==> src/rtl/core/fir_iq_pkg.sv <==
// Shared constants, state codes and control types of the I/Q FIR filter.
package fir_iq_pkg;

   localparam int MAX_TAPS_DEF     = 64;
   localparam int SAMPLE_WIDTH_DEF = 16;
   localparam int COEF_WIDTH_DEF   = 16;

   localparam int ACC_WIDTH       = 64;
   localparam int TAP_COUNT_WIDTH = 7;
   localparam int SHIFT_WIDTH     = 5;
   localparam int TAP_INDEX_WIDTH = 6;
   localparam int CSR_DATA_WIDTH  = 7;
   localparam int CSR_INDEX_WIDTH = 1;

   localparam logic [TAP_COUNT_WIDTH-1:0] TAP_COUNT_RESET    = 7'd64;
   localparam logic [SHIFT_WIDTH-1:0]     OUTPUT_SHIFT_RESET = 5'd15;

   localparam logic [CSR_INDEX_WIDTH-1:0] CSR_TAP_COUNT    = 1'b0;
   localparam logic [CSR_INDEX_WIDTH-1:0] CSR_OUTPUT_SHIFT = 1'b1;

   localparam logic ACTION_FILTER = 1'b0;
   localparam logic ACTION_WRITE  = 1'b1;

   typedef enum logic [2:0] {
      ST_CLEAR,
      ST_IDLE,
      ST_RUN,
      ST_DRAIN,
      ST_SCALE,
      ST_OUTPUT
   } fsm_state_type;

   typedef struct packed {
      logic clear;
      logic valid;
   } mac_ctrl_type;

endpackage

==> src/rtl/core/fir_iq_mac.sv <==
// Registered multiply stage and wrapping accumulators for the I and Q paths.
module fir_iq_mac #(
   parameter int SAMPLE_WIDTH = fir_iq_pkg::SAMPLE_WIDTH_DEF,
   parameter int COEF_WIDTH   = fir_iq_pkg::COEF_WIDTH_DEF
) (
   input  logic                               clock,
   input  logic                               reset,
   input  fir_iq_pkg::mac_ctrl_type           ctrl,
   input  logic signed [COEF_WIDTH-1:0]       coef,
   input  logic signed [SAMPLE_WIDTH-1:0]     samp_i,
   input  logic signed [SAMPLE_WIDTH-1:0]     samp_q,
   output logic [fir_iq_pkg::ACC_WIDTH-1:0]   acc_i,
   output logic [fir_iq_pkg::ACC_WIDTH-1:0]   acc_q,
   output logic                               busy
);

   localparam int PROD_W = SAMPLE_WIDTH + COEF_WIDTH;
   localparam int ACC_W  = fir_iq_pkg::ACC_WIDTH;

   logic signed [PROD_W-1:0] prod_i_ff;
   logic signed [PROD_W-1:0] prod_q_ff;
   logic                     mul_valid_ff;
   logic                     mul_valid_in;
   logic [ACC_W-1:0]         acc_i_ff;
   logic [ACC_W-1:0]         acc_i_in;
   logic [ACC_W-1:0]         acc_q_ff;
   logic [ACC_W-1:0]         acc_q_in;

   assign mul_valid_in = ctrl.valid & ~ctrl.clear;

   always_ff @(posedge clock) begin
      prod_i_ff <= PROD_W'(coef) * PROD_W'(samp_i);
      prod_q_ff <= PROD_W'(coef) * PROD_W'(samp_q);
   end

   always_comb begin
      acc_i_in = acc_i_ff;
      acc_q_in = acc_q_ff;
      if (ctrl.clear) begin
         acc_i_in = '0;
         acc_q_in = '0;
      end else if (mul_valid_ff) begin
         acc_i_in = acc_i_ff + ACC_W'(prod_i_ff);
         acc_q_in = acc_q_ff + ACC_W'(prod_q_ff);
      end
   end

   always_ff @(posedge clock) begin
      if (reset) begin
         mul_valid_ff <= 1'b0;
         acc_i_ff     <= '0;
         acc_q_ff     <= '0;
      end else begin
         mul_valid_ff <= mul_valid_in;
         acc_i_ff     <= acc_i_in;
         acc_q_ff     <= acc_q_in;
      end
   end

   assign acc_i = acc_i_ff;
   assign acc_q = acc_q_ff;
   assign busy  = mul_valid_ff;

endmodule

==> config.mk <==
export PLATFORM = sky130hd
export DESIGN_NAME = fir_iq_mac
export DESIGN_NICKNAME = d
export VERILOG_FILES = /design/src/rtl/core/fir_iq_pkg.sv /design/src/rtl/core/fir_iq_mac.sv
export SDC_FILE = /design/constraint.sdc
export NUM_CORES = 2
export LEC_CHECK = 0
export BUFFER_PORTS_ARGS = -buffer_cell sky130_fd_sc_hd__clkbuf_2
export CAP_MARGIN = 20
export CORE_AREA = 4 4 275 277
export DETAILED_ROUTE_END_ITERATION = 8
export DIE_AREA = 0 0 279 281
export GPL_ROUTABILITY_DRIVEN = 0
export PLACE_DENSITY = 0.74
export SLEW_MARGIN = 20
export SYNTH_ARGS = -nofsm -noshare
export SYNTH_HDL_FRONTEND = slang
export SYNTH_SLANG_ARGS = --single-unit
==> constraint.sdc <==
create_clock -name clock -period 9 [get_ports clock]
set_clock_uncertainty 0.05 [all_clocks]
set_input_delay 0.9 -clock clock [delete_from_list [all_inputs] [get_ports clock]]
set_output_delay 0.9 -clock clock [all_outputs]
set_load 0.02 [all_outputs]
==> impl_metrics.csv <==
group,metric,value,unit
outcome,status,"finished, final reports clean",
setup_path,crit_path_cell_trace,"clkbuf_2, nand2_1, inv_1, fa_1, fa_1, fa_1, fa_1, fa_1, fa_1, ha_1, o21a_1, o21ai_0, a21oi_1, or2_2, o41ai_1, nor2_1, a211oi_1",
timing,min_period_over_period,0.785,
finish,syn_to_final_growth,6.44,%
global_route,grt_max_degree,46,
yosys,synth.distinct_cells,80,
timing,timing.fmax,0.142,GHz
setup_path,worstSetupStartpoint,"coef[15]",
setup_path,critPathCaptureType,"flip-flop",
yosys,synthTopCellsByArea,"fa_1 32%, dfxtp_1 12%, ha_1 11%",
clocking,path_clk_slew,0.07,ns
worst_hold_path,whs_endpoint,"acc_i[56]",
worst_hold_path,whs_path_depth,2,
setup_path,crit_slowest_cell,"fa_1",
timing,period_needed,7.07,ns
worst_hold_path,worstHoldStart,"acc_i[56]",
timing,maxSlewViolCount,0,
floorplan,fp.dieW,279,um
timing,hold_viol_final,0,
yosys,synth_nets,4655,
yosys,synthesis.area,32800,sq um
setup_path,timing.rr.end,"acc_q[57]",
timing,setup_violations,0,
setup_path,r2r_setup_slack,5.26,ns
worst_hold_path,hold_class,"reg -> reg",
global_route,antenna_found_initial,7,
placement,dpl.hpwl,65.1,mm
global_route,grt_pass1_vias,26400,
clocking,ctsLongestPathBuffers,2,
clocking,cts_resized,0,
clocking,cts_setup_buffers,0,
clocking,cts-root-buf,"clkbuf_16",
flow_run,drv_cap,0,
setup_path,critPathMaxFanout,32,
placement,io_buffer_count,180,
setup_path,critPathLaunchType,"primary input",
yosys,ys_ff_latch,193,
clocking,cts_sinks,193,
timing,setup_tns,0,ns
timing,rsz0062_at_grt,"false",
clocking,cts_buffers,17,
setup_path,reg2reg_from,"prod_q_ff[31]",
setup_path,path_class,"in -> reg",
setup_path,critPathBufInv,2,
yosys,synth_cells,3787,
clocking,insertion_delay,0.49,ns
global_route,overflow,0,
route,ant_nets,0,
yosys,postSynth.asyncResetShare,0,
floorplan,core_area,72800,sq um
route,drc_errors,0,
route,wl_per_cell,16.6,um
setup_path,worstRegToRegCells,12,
route,drt_first_pass_iters,6,
yosys,yosysWarnings,0,
finish,final_common_cell,"inv_1",
setup_path,cpMostUsedCell,"fa_1",
floorplan,die_area,78400,sq um
yosys,yosys.area.top_type,"fa_1",
clocking,h-tree-depth,4,
clocking,holdBufCountCts,0,
setup_path,critPathTopFamily,"adder cells",
route,drtIter0Drc,1554,
floorplan,ioPinCount,181,
setup_path,critPathMaxStageDelay,0.89,ns
finish,final_nets,4693,
yosys,synth-main-ff-cell,"dfxtp_1",
route,routed_wl,79.5,mm
yosys,syn_avg_cell_area,8.66,sq um
route,via_per_inst,5.34,
finish,layout_common_cells,"629 x inv_1, 526 x fa_1, 402 x nand2_1",
finish,drive_above_1_share,0.0680,
yosys,synth_edf_count,0,
timing,slew_headroom,0.328,
setup_path,crit_arrival,7.43,ns
yosys,seq_area_frac_synth,0.118,
setup_path,cp.required,9.36,ns
floorplan,die_h,281,um
yosys,synth_top_area_share,0.321,
timing,worstMarginPinSlew,1.00,ns
global_route,grt_pass1_wl,133,mm
floorplan,start_util,0.450,
global_route,grt_usage,0.207,
route,dr_total_vias,25600,
clocking,cts_tree,"done",
floorplan,row_count,99,
## synth_stat cells (4+ instances only)
library cell / count
clkbuf_1: 150
a31oi_1: 18
and2_1: 254
mux2i_1: 71
dfxtp_1: 193
nand4_1: 44
xor2_1: 55
or3_1: 4
o21ai_1: 22
buf_2: 8
and3_1: 16
or4_1: 5
and3b_1: 4
a221oi_1: 4
o21ai_0: 117
nor3_1: 29
a211oi_1: 18
a21o_1: 122
buf_4: 4
buf_1: 5
nand2_1: 402
a21oi_1: 199
a31o_2: 6
nand3b_1: 8
ha_1: 290
o2111ai_1: 6
and4_1: 4
a21boi_0: 10
o21a_1: 25
o21bai_1: 44
nor2b_1: 20
xnor2_1: 118
o211ai_1: 8
o31ai_1: 20
nand2b_1: 25
o31a_1: 5
nor2_1: 199
fa_1: 526
nor3b_1: 4
or2_2: 10
inv_1: 629
nand3_1: 23
## worst reg2reg max path, stage by stage, from the launching register on
cell and delay (ns):
dfxtp_1 0.35, buf_4 0.40, ha_1 0.46, a21o_1 0.23, a211oi_2 0.27, o2111ai_1 0.18
a211oi_2 0.49, nor4_1 0.16, a211oi_2 0.39, o21bai_1 0.18, a31oi_1 0.23, xnor2_1 0.16
o21ai_1 0.08
## how the worst max path moves through the flow
stage	endpoint	cells after the start	slack, ns
after floorplan	prod_q_ff[31]	18	2.27
after global placement	prod_q_ff[31]	17	1.73
after detailed placement	prod_q_ff[31]	17	1.47
after CTS	prod_q_ff[31]	17	2.03
after global routing	prod_q_ff[31]	17	1.57
final	prod_q_ff[31]	17	1.93
## logic make-up after synthesis
kind of cell             after synthesis  synth area share
AND/OR/NAND/NOR                     1065             0.158
adder cells (fa/ha/maj)              816             0.432
buffers and inverters                799            0.0925
AO/OA/AOI/OAI                        670             0.133
flip-flops                           193             0.118
XOR/XNOR                             173            0.0462
multiplexers                          71            0.0217
## metal layers
| layer | vias up | wire length, um | track usage |
|---|---|---|---|
| met5 | - | 23 | 0 |
| met4 | 4 | 1520 | 0.0509 |
| met3 | 98 | 4440 | 0.0333 |
| met2 | 609 | 37600 | 0.346 |
| met1 | 12700 | 35900 | 0.282 |
| li1 | 12200 | - | - |
## layout make-up
class	count	area [sq um]
Antenna cell	4	10.0
Clock buffer	17	425
Clock inverter	15	171
Fill cell	7034	37900
Inverter	630	2360
Multi-Input combinational cell	2795	25900
Sequential cell	193	3870
Tap cell	959	1200
Timing Repair Buffer	188	961
## state kept, by name, summed over array words and instances, names as in the netlist
register,count
prod_i_ff,32
acc_q,64
prod_q_ff,32
busy,1
acc_i,64
## stage by stage
step | utilization | instance area [sq um] | cells | setup WS (ns) | hold WS [ns]
global placement | 0.471 | 34300 | 4765 | 1.73 | 0.404
detailed placement | 0.471 | 34300 | 4765 | 1.47 | 0.409
global route | 0.479 | 34900 | 4797 | 1.57 | 0.446
floorplan | - | 32800 | 3787 | 2.27 | 0.489
finish | 0.479 | 34900 | 4801 | 1.93 | 0.416
CTS | 0.479 | 34900 | 4797 | 2.03 | 0.420
Power is left out: the tool's default activity adds up to more than one toggle a clock period on the data nets, which glitch-free logic cannot reach.
