File: src/rtl/core/fir_iq_pkg.sv
// Shared constants, state codes and control types of the I/Q FIR filter.
package fir_iq_pkg;

   localparam int MAX_TAPS_DEF     = 64;
   localparam int SAMPLE_WIDTH_DEF = 16;
   localparam int COEF_WIDTH_DEF   = 16;

   localparam int ACC_WIDTH       = 64;
   localparam int TAP_COUNT_WIDTH = 7;
   localparam int SHIFT_WIDTH     = 5;
   localparam int TAP_INDEX_WIDTH = 6;
   localparam int CSR_DATA_WIDTH  = 7;
   localparam int CSR_INDEX_WIDTH = 1;

   localparam logic [TAP_COUNT_WIDTH-1:0] TAP_COUNT_RESET    = 7'd64;
   localparam logic [SHIFT_WIDTH-1:0]     OUTPUT_SHIFT_RESET = 5'd15;

   localparam logic [CSR_INDEX_WIDTH-1:0] CSR_TAP_COUNT    = 1'b0;
   localparam logic [CSR_INDEX_WIDTH-1:0] CSR_OUTPUT_SHIFT = 1'b1;

   localparam logic ACTION_FILTER = 1'b0;
   localparam logic ACTION_WRITE  = 1'b1;

   typedef enum logic [2:0] {
      ST_CLEAR,
      ST_IDLE,
      ST_RUN,
      ST_DRAIN,
      ST_SCALE,
      ST_OUTPUT
   } fsm_state_type;

   typedef struct packed {
      logic clear;
      logic valid;
   } mac_ctrl_type;

endpackage

File: src/rtl/core/fir_iq_scale.sv
// Three-stage round, arithmetic shift and saturate of both accumulators.
module fir_iq_scale #(
   parameter int SAMPLE_WIDTH = fir_iq_pkg::SAMPLE_WIDTH_DEF
) (
   input  logic                                 clock,
   input  logic                                 reset,
   input  logic                                 start,
   input  logic [fir_iq_pkg::SHIFT_WIDTH-1:0]   shift,
   input  logic [fir_iq_pkg::ACC_WIDTH-1:0]     acc_i,
   input  logic [fir_iq_pkg::ACC_WIDTH-1:0]     acc_q,
   output logic                                 done,
   output logic [SAMPLE_WIDTH-1:0]              out_i,
   output logic [SAMPLE_WIDTH-1:0]              out_q,
   output logic                                 saturated
);

   localparam int ACC_W = fir_iq_pkg::ACC_WIDTH;
   localparam logic signed [ACC_W-1:0] SAT_HI =
      {{(ACC_W-SAMPLE_WIDTH+1){1'b0}}, {(SAMPLE_WIDTH-1){1'b1}}};
   localparam logic signed [ACC_W-1:0] SAT_LO = ~SAT_HI;
   localparam logic [SAMPLE_WIDTH-1:0] OUT_HI = {1'b0, {(SAMPLE_WIDTH-1){1'b1}}};
   localparam logic [SAMPLE_WIDTH-1:0] OUT_LO = {1'b1, {(SAMPLE_WIDTH-1){1'b0}}};

   logic [fir_iq_pkg::SHIFT_WIDTH-1:0] shift_ff;
   logic [ACC_W-1:0]         round_bias;
   logic [ACC_W-1:0]         rnd_i_ff;
   logic [ACC_W-1:0]         rnd_q_ff;
   logic signed [ACC_W-1:0]  shr_i_ff;
   logic signed [ACC_W-1:0]  shr_q_ff;
   logic [SAMPLE_WIDTH-1:0]  out_i_ff;
   logic [SAMPLE_WIDTH-1:0]  out_q_ff;
   logic                     sat_ff;
   logic                     v1_ff;
   logic                     v2_ff;
   logic                     v3_ff;
   logic [SAMPLE_WIDTH-1:0]  clip_i;
   logic [SAMPLE_WIDTH-1:0]  clip_q;
   logic                     hit_i;
   logic                     hit_q;

   // half an output LSB; no rounding at a shift of zero
   always_comb begin
      if (shift == '0) begin
         round_bias = '0;
      end else begin
         round_bias = ACC_W'(1) << (shift - 1'b1);
      end
   end

   always_comb begin
      hit_i = 1'b1;
      hit_q = 1'b1;
      if (shr_i_ff > SAT_HI) begin
         clip_i = OUT_HI;
      end else if (shr_i_ff < SAT_LO) begin
         clip_i = OUT_LO;
      end else begin
         clip_i = shr_i_ff[SAMPLE_WIDTH-1:0];
         hit_i  = 1'b0;
      end
      if (shr_q_ff > SAT_HI) begin
         clip_q = OUT_HI;
      end else if (shr_q_ff < SAT_LO) begin
         clip_q = OUT_LO;
      end else begin
         clip_q = shr_q_ff[SAMPLE_WIDTH-1:0];
         hit_q  = 1'b0;
      end
   end

   always_ff @(posedge clock) begin
      if (start) begin
         shift_ff <= shift;
         rnd_i_ff <= acc_i + round_bias;
         rnd_q_ff <= acc_q + round_bias;
      end
      if (v1_ff) begin
         shr_i_ff <= $signed(rnd_i_ff) >>> shift_ff;
         shr_q_ff <= $signed(rnd_q_ff) >>> shift_ff;
      end
      if (v2_ff) begin
         out_i_ff <= clip_i;
         out_q_ff <= clip_q;
         sat_ff   <= hit_i | hit_q;
      end
   end

   always_ff @(posedge clock) begin
      if (reset) begin
         v1_ff <= 1'b0;
         v2_ff <= 1'b0;
         v3_ff <= 1'b0;
      end else begin
         v1_ff <= start;
         v2_ff <= v1_ff;
         v3_ff <= v2_ff;
      end
   end

   assign done      = v3_ff;
   assign out_i     = out_i_ff;
   assign out_q     = out_q_ff;
   assign saturated = sat_ff;

endmodule

File: config.mk
export PLATFORM = sky130hd
export DESIGN_NAME = fir_iq_scale
export DESIGN_NICKNAME = d
export VERILOG_FILES = /design/src/rtl/core/fir_iq_pkg.sv /design/src/rtl/core/fir_iq_scale.sv
export SDC_FILE = /design/constraint.sdc
export NUM_CORES = 1
export LEC_CHECK = 0
export ABC_AREA = 1
export BUFFER_PORTS_ARGS = -buffer_cell sky130_fd_sc_hd__buf_2
export CORE_MARGIN = 2
export CORE_UTILIZATION = 45
export DETAILED_ROUTE_END_ITERATION = 16
export GPL_TIMING_DRIVEN = 0
export PLACE_DENSITY = 0.64
export SYNTH_ARGS = -nofsm -noshare
export SYNTH_HDL_FRONTEND = slang
export SYNTH_SLANG_ARGS = --single-unit
export TNS_END_PERCENT = 5
File: constraint.sdc
create_clock -name clock -period 4.4 [get_ports clock]
set_input_delay 0.44 -clock clock [delete_from_list [all_inputs] [get_ports clock]]
set_output_delay 0.44 -clock clock [all_outputs]
set_load 0.05 [all_outputs]
==> metrics.yaml <==
critical_path:
  critPathBufInv: 4
  max_stage_delay_ns: 0.52
  crit_required_ns: 4.72
  crit_family: "simple AND/OR/NAND/NOR gates"
  worstSetupPathType: "primary input to flip-flop"
  crit_path_start: "shift[0]"
  cpMaxStageDelayCell: "nor2_1"
  worst-path-stages: 18
  cp-start-kind: "primary input"
  cp_max_fo: 10
  crit_arrival_ns: 4.16
  critPathCaptureType: "flip-flop"
  ff2ff_path_depth: 10
  crit_path_frequent_cell: "nand2_1"
  cp-endpoint: "rnd_q_ff[61]"
  r2r_start: "shift_ff[0]"
  regToRegSetupSlack_ns: 0.61
  crit_chain: "buf_2, buf_6, nor2_8, ha_1, inv_1, nand4_1, nor2_1, ha_1, a21oi_1, o21a_1, inv_1, a21oi_1, a21boi_0, nand2_2, nand2_1, nand2_1, nand2_1, nand2_1"
  r2r-end: "shr_i_ff[10]"
power_and_ir_drop:
  power_mw: 8.53
  peakVddDrop_mv: 0.267
  powerDensity_nw_per_um2: 311
  p_leak_nw: 12.6
timing:
  maxSlewViolCount: 0
  fmax_mhz: 261
  rsz0062_at_grt: "false"
  worst_slew_margin_rel_pct: 30.1
  finalHoldViolCount: 0
  worst_pin_slew_ns: 1.03
  skew_ns: 0.0175
  setup_violations: 0
  period_minus_slack_ns: 3.84
  period_share_pct: 87.2
global_routing:
  grt_pass1_vias: 23442
  met2_usage_pct: 53.3
  grt_busiest_layer: "met2"
  met1_usage_pct: 45.8
  grt_start_max_net_pins: 86
  grt_use_met3_pct: 4.53
  grt_pass1_wl_mm: 143
  antenna_found_initial: 0
  grt_overflow_total: 0
  track_usage_pct: 33.7
detailed_routing:
  drc: 0
  drt_pass1_iterations: 7
  ant_nets: 0
  routedWlPerCell_um: 21.6
  drt_iter0_drc: 2818
  dr_total_vias: 25336
  totalWireLength_mm: 97.2
  drt-vias-per-instance: 5.63
final_layout:
  mostFrequentLayoutCells: "1150 x nand2_1, 433 x inv_1, 349 x o21ai_0, 301 x nand3_1, 294 x edfxtp_1"
  stdcell_area_um2: 27400
  final_cells: 4501
  antenna_cells: 0
  mostFrequentLayoutCell: "nand2_1"
  final_core_util_pct: 50.8
  nets: 3959
  drive_above_1_share_pct: 9.54
  area.growth.synth_to_final_pct: 11.3
logic_synthesis:
  synth_top_area_share_pct: 35.8
  synth_fp_nets: 3758
  netlist_area_um2: 24700
  ys_ff_latch: 297
  synthTopCellsByArea: "edfxtp_1 36%, nand2_1 18%, o21ai_0 7.1%"
  avgSynthCellArea_um2: 6.89
  synth_edf_count: 294
  synth_top_area_cell: "edfxtp_1"
  synthDistinctLibCells: 52
  ys_seq_area_share_pct: 36.0
  ys.flop_type: "edfxtp_1"
  synthArstFlopShare_pct: 0
  yosys_warnings: 0
  syn_inst: 3582
die:
  die_area_um2: 56700
  initial_core_util_pct: 45.7
  die_h_um: 238
  core_um2: 54000
  die_x_um: 238
  num_io_pins: 170
  num_rows: 85
placed_design:
  port_buffers: 169
  place_inst: 4449
  hpwl_mm: 82.1
  gp_congestion: 1.06
  postPlaceCellArea_um2: 26400
clock_network:
  ctsHoldBuffers: 0
  clk_path_buf_depth: 3
  worst_skew_pair.late_latency_ns: 0.57
  postCtsSetupBuffers: 0
  post_cts_resized: 0
  clkTransAtPathRegs_ns: 0.07
  numCtsBuffers: 28
  cts_tree: "built"
  cts_sinks: 297
  h-tree-depth: 1
  root_buffer: "clkbuf_16"
job:
  drv_cap: 0
status:
  status: "finished clean"
worst_hold_path:
  min_path_type: "primary input to flip-flop"
==> sequential cells by signal (all words and copies together) (netlist names) <==
name,count
done,1
out_i,16
out_q,16
rnd_i_ff,64
rnd_q_ff,64
saturated,1
shift_ff,5
shr_i_ff,64
shr_q_ff,64
v1_ff,1
v2_ff,1
==> power breakdown <==
group | internal (mW) | total, mW | switching (mW)
logic | 0.619 | 2.33 | 1.71
clock network | 1.53 | 2.58 | 1.04
registers | 3.46 | 3.62 | 0.162
total | 5.61 | 8.53 | 2.92
==> cell usage after synthesis, types with 3 or more instances <==
library cell  count
a22oi_1           4
xor2_1           54
nand2_1        1150
a31oi_1          10
nor2_1          247
o21bai_1          5
nand2_4           8
ha_1             40
nor2_2           15
a21oi_1         106
and2_1            9
xnor2_1          10
o21a_1           10
o21ai_1           3
nor4_1           52
nor2_4            9
nand3_2          26
nand3_4           5
and3_1            4
buf_1            30
o211ai_1          8
dfxtp_1           3
or2_2             5
nor3_1           48
mux2i_1         100
a21boi_0          3
nand3_1         301
clkbuf_1         99
edfxtp_1        294
nand4_1          58
inv_2            23
o21ai_0         349
inv_1           433
nand2_2          36
==> worst register-to-register path, delay by kind of cell (launching register included) <==
family                 cells  cell delay [ns]
AO/OA/AOI/OAI              4             1.36
buffers and inverters      4             1.42
flip-flops                 1             0.36
AND/OR/NAND/NOR            2             0.34
==> cell type report <==
| cell class | count | area (µm²) |
|---|---|---|
| timing repair buffer | 171 | 907 |
| sequential | 297 | 8890 |
| clock buffer | 34 | 764 |
| buffer | 135 | 556 |
| inverter | 457 | 1720 |
| fill | 5582 | 26600 |
| clock inverter | 18 | 229 |
| multi-input combinational | 2693 | 13500 |
| tap | 696 | 871 |
==> metal layers <==
metal	part of all wire (%)	vias to the layer above	wire length [µm]
li1	-	12275	-
met5	0	-	0
met2	44	1276	42600
met4	5.2	0	5070
met3	8.2	226	8010
met1	43	11559	41500
==> cell families after synthesis <==
kind of cell / after synthesis / synth area share, %
simple gates: 1981 / 35.6
buf+inv: 592 / 9.21
compound gates: 508 / 10.8
flops: 297 / 36.0
mux: 100 / 4.06
xor+xnor: 64 / 2.27
fa+ha+maj: 40 / 2.03
==> through the flow <==
step	TNS, ns	hold slack (ns)	setup WS (ns)
after floorplan	0	0.487	0.810
after global placement	-25.77	0.493	-0.228
after detailed placement	0	0.496	0.138
after CTS	0	0.0405	0.682
after global routing	0	0.0746	0.468
final	0	0.0616	0.564
==> worst min path at each step <==
stage	from	endpoint	depth (start not counted)
after floorplan	shr_i_ff[0]	out_i[0]	2
after global placement	shr_i_ff[5]	out_i[5]	2
after detailed placement	shr_i_ff[5]	out_i[5]	2
after CTS	reset	v1_ff	2
after global routing	reset	v1_ff	2
final	reset	v1_ff	2
Note: power is estimated with default switching activity, not from simulation.
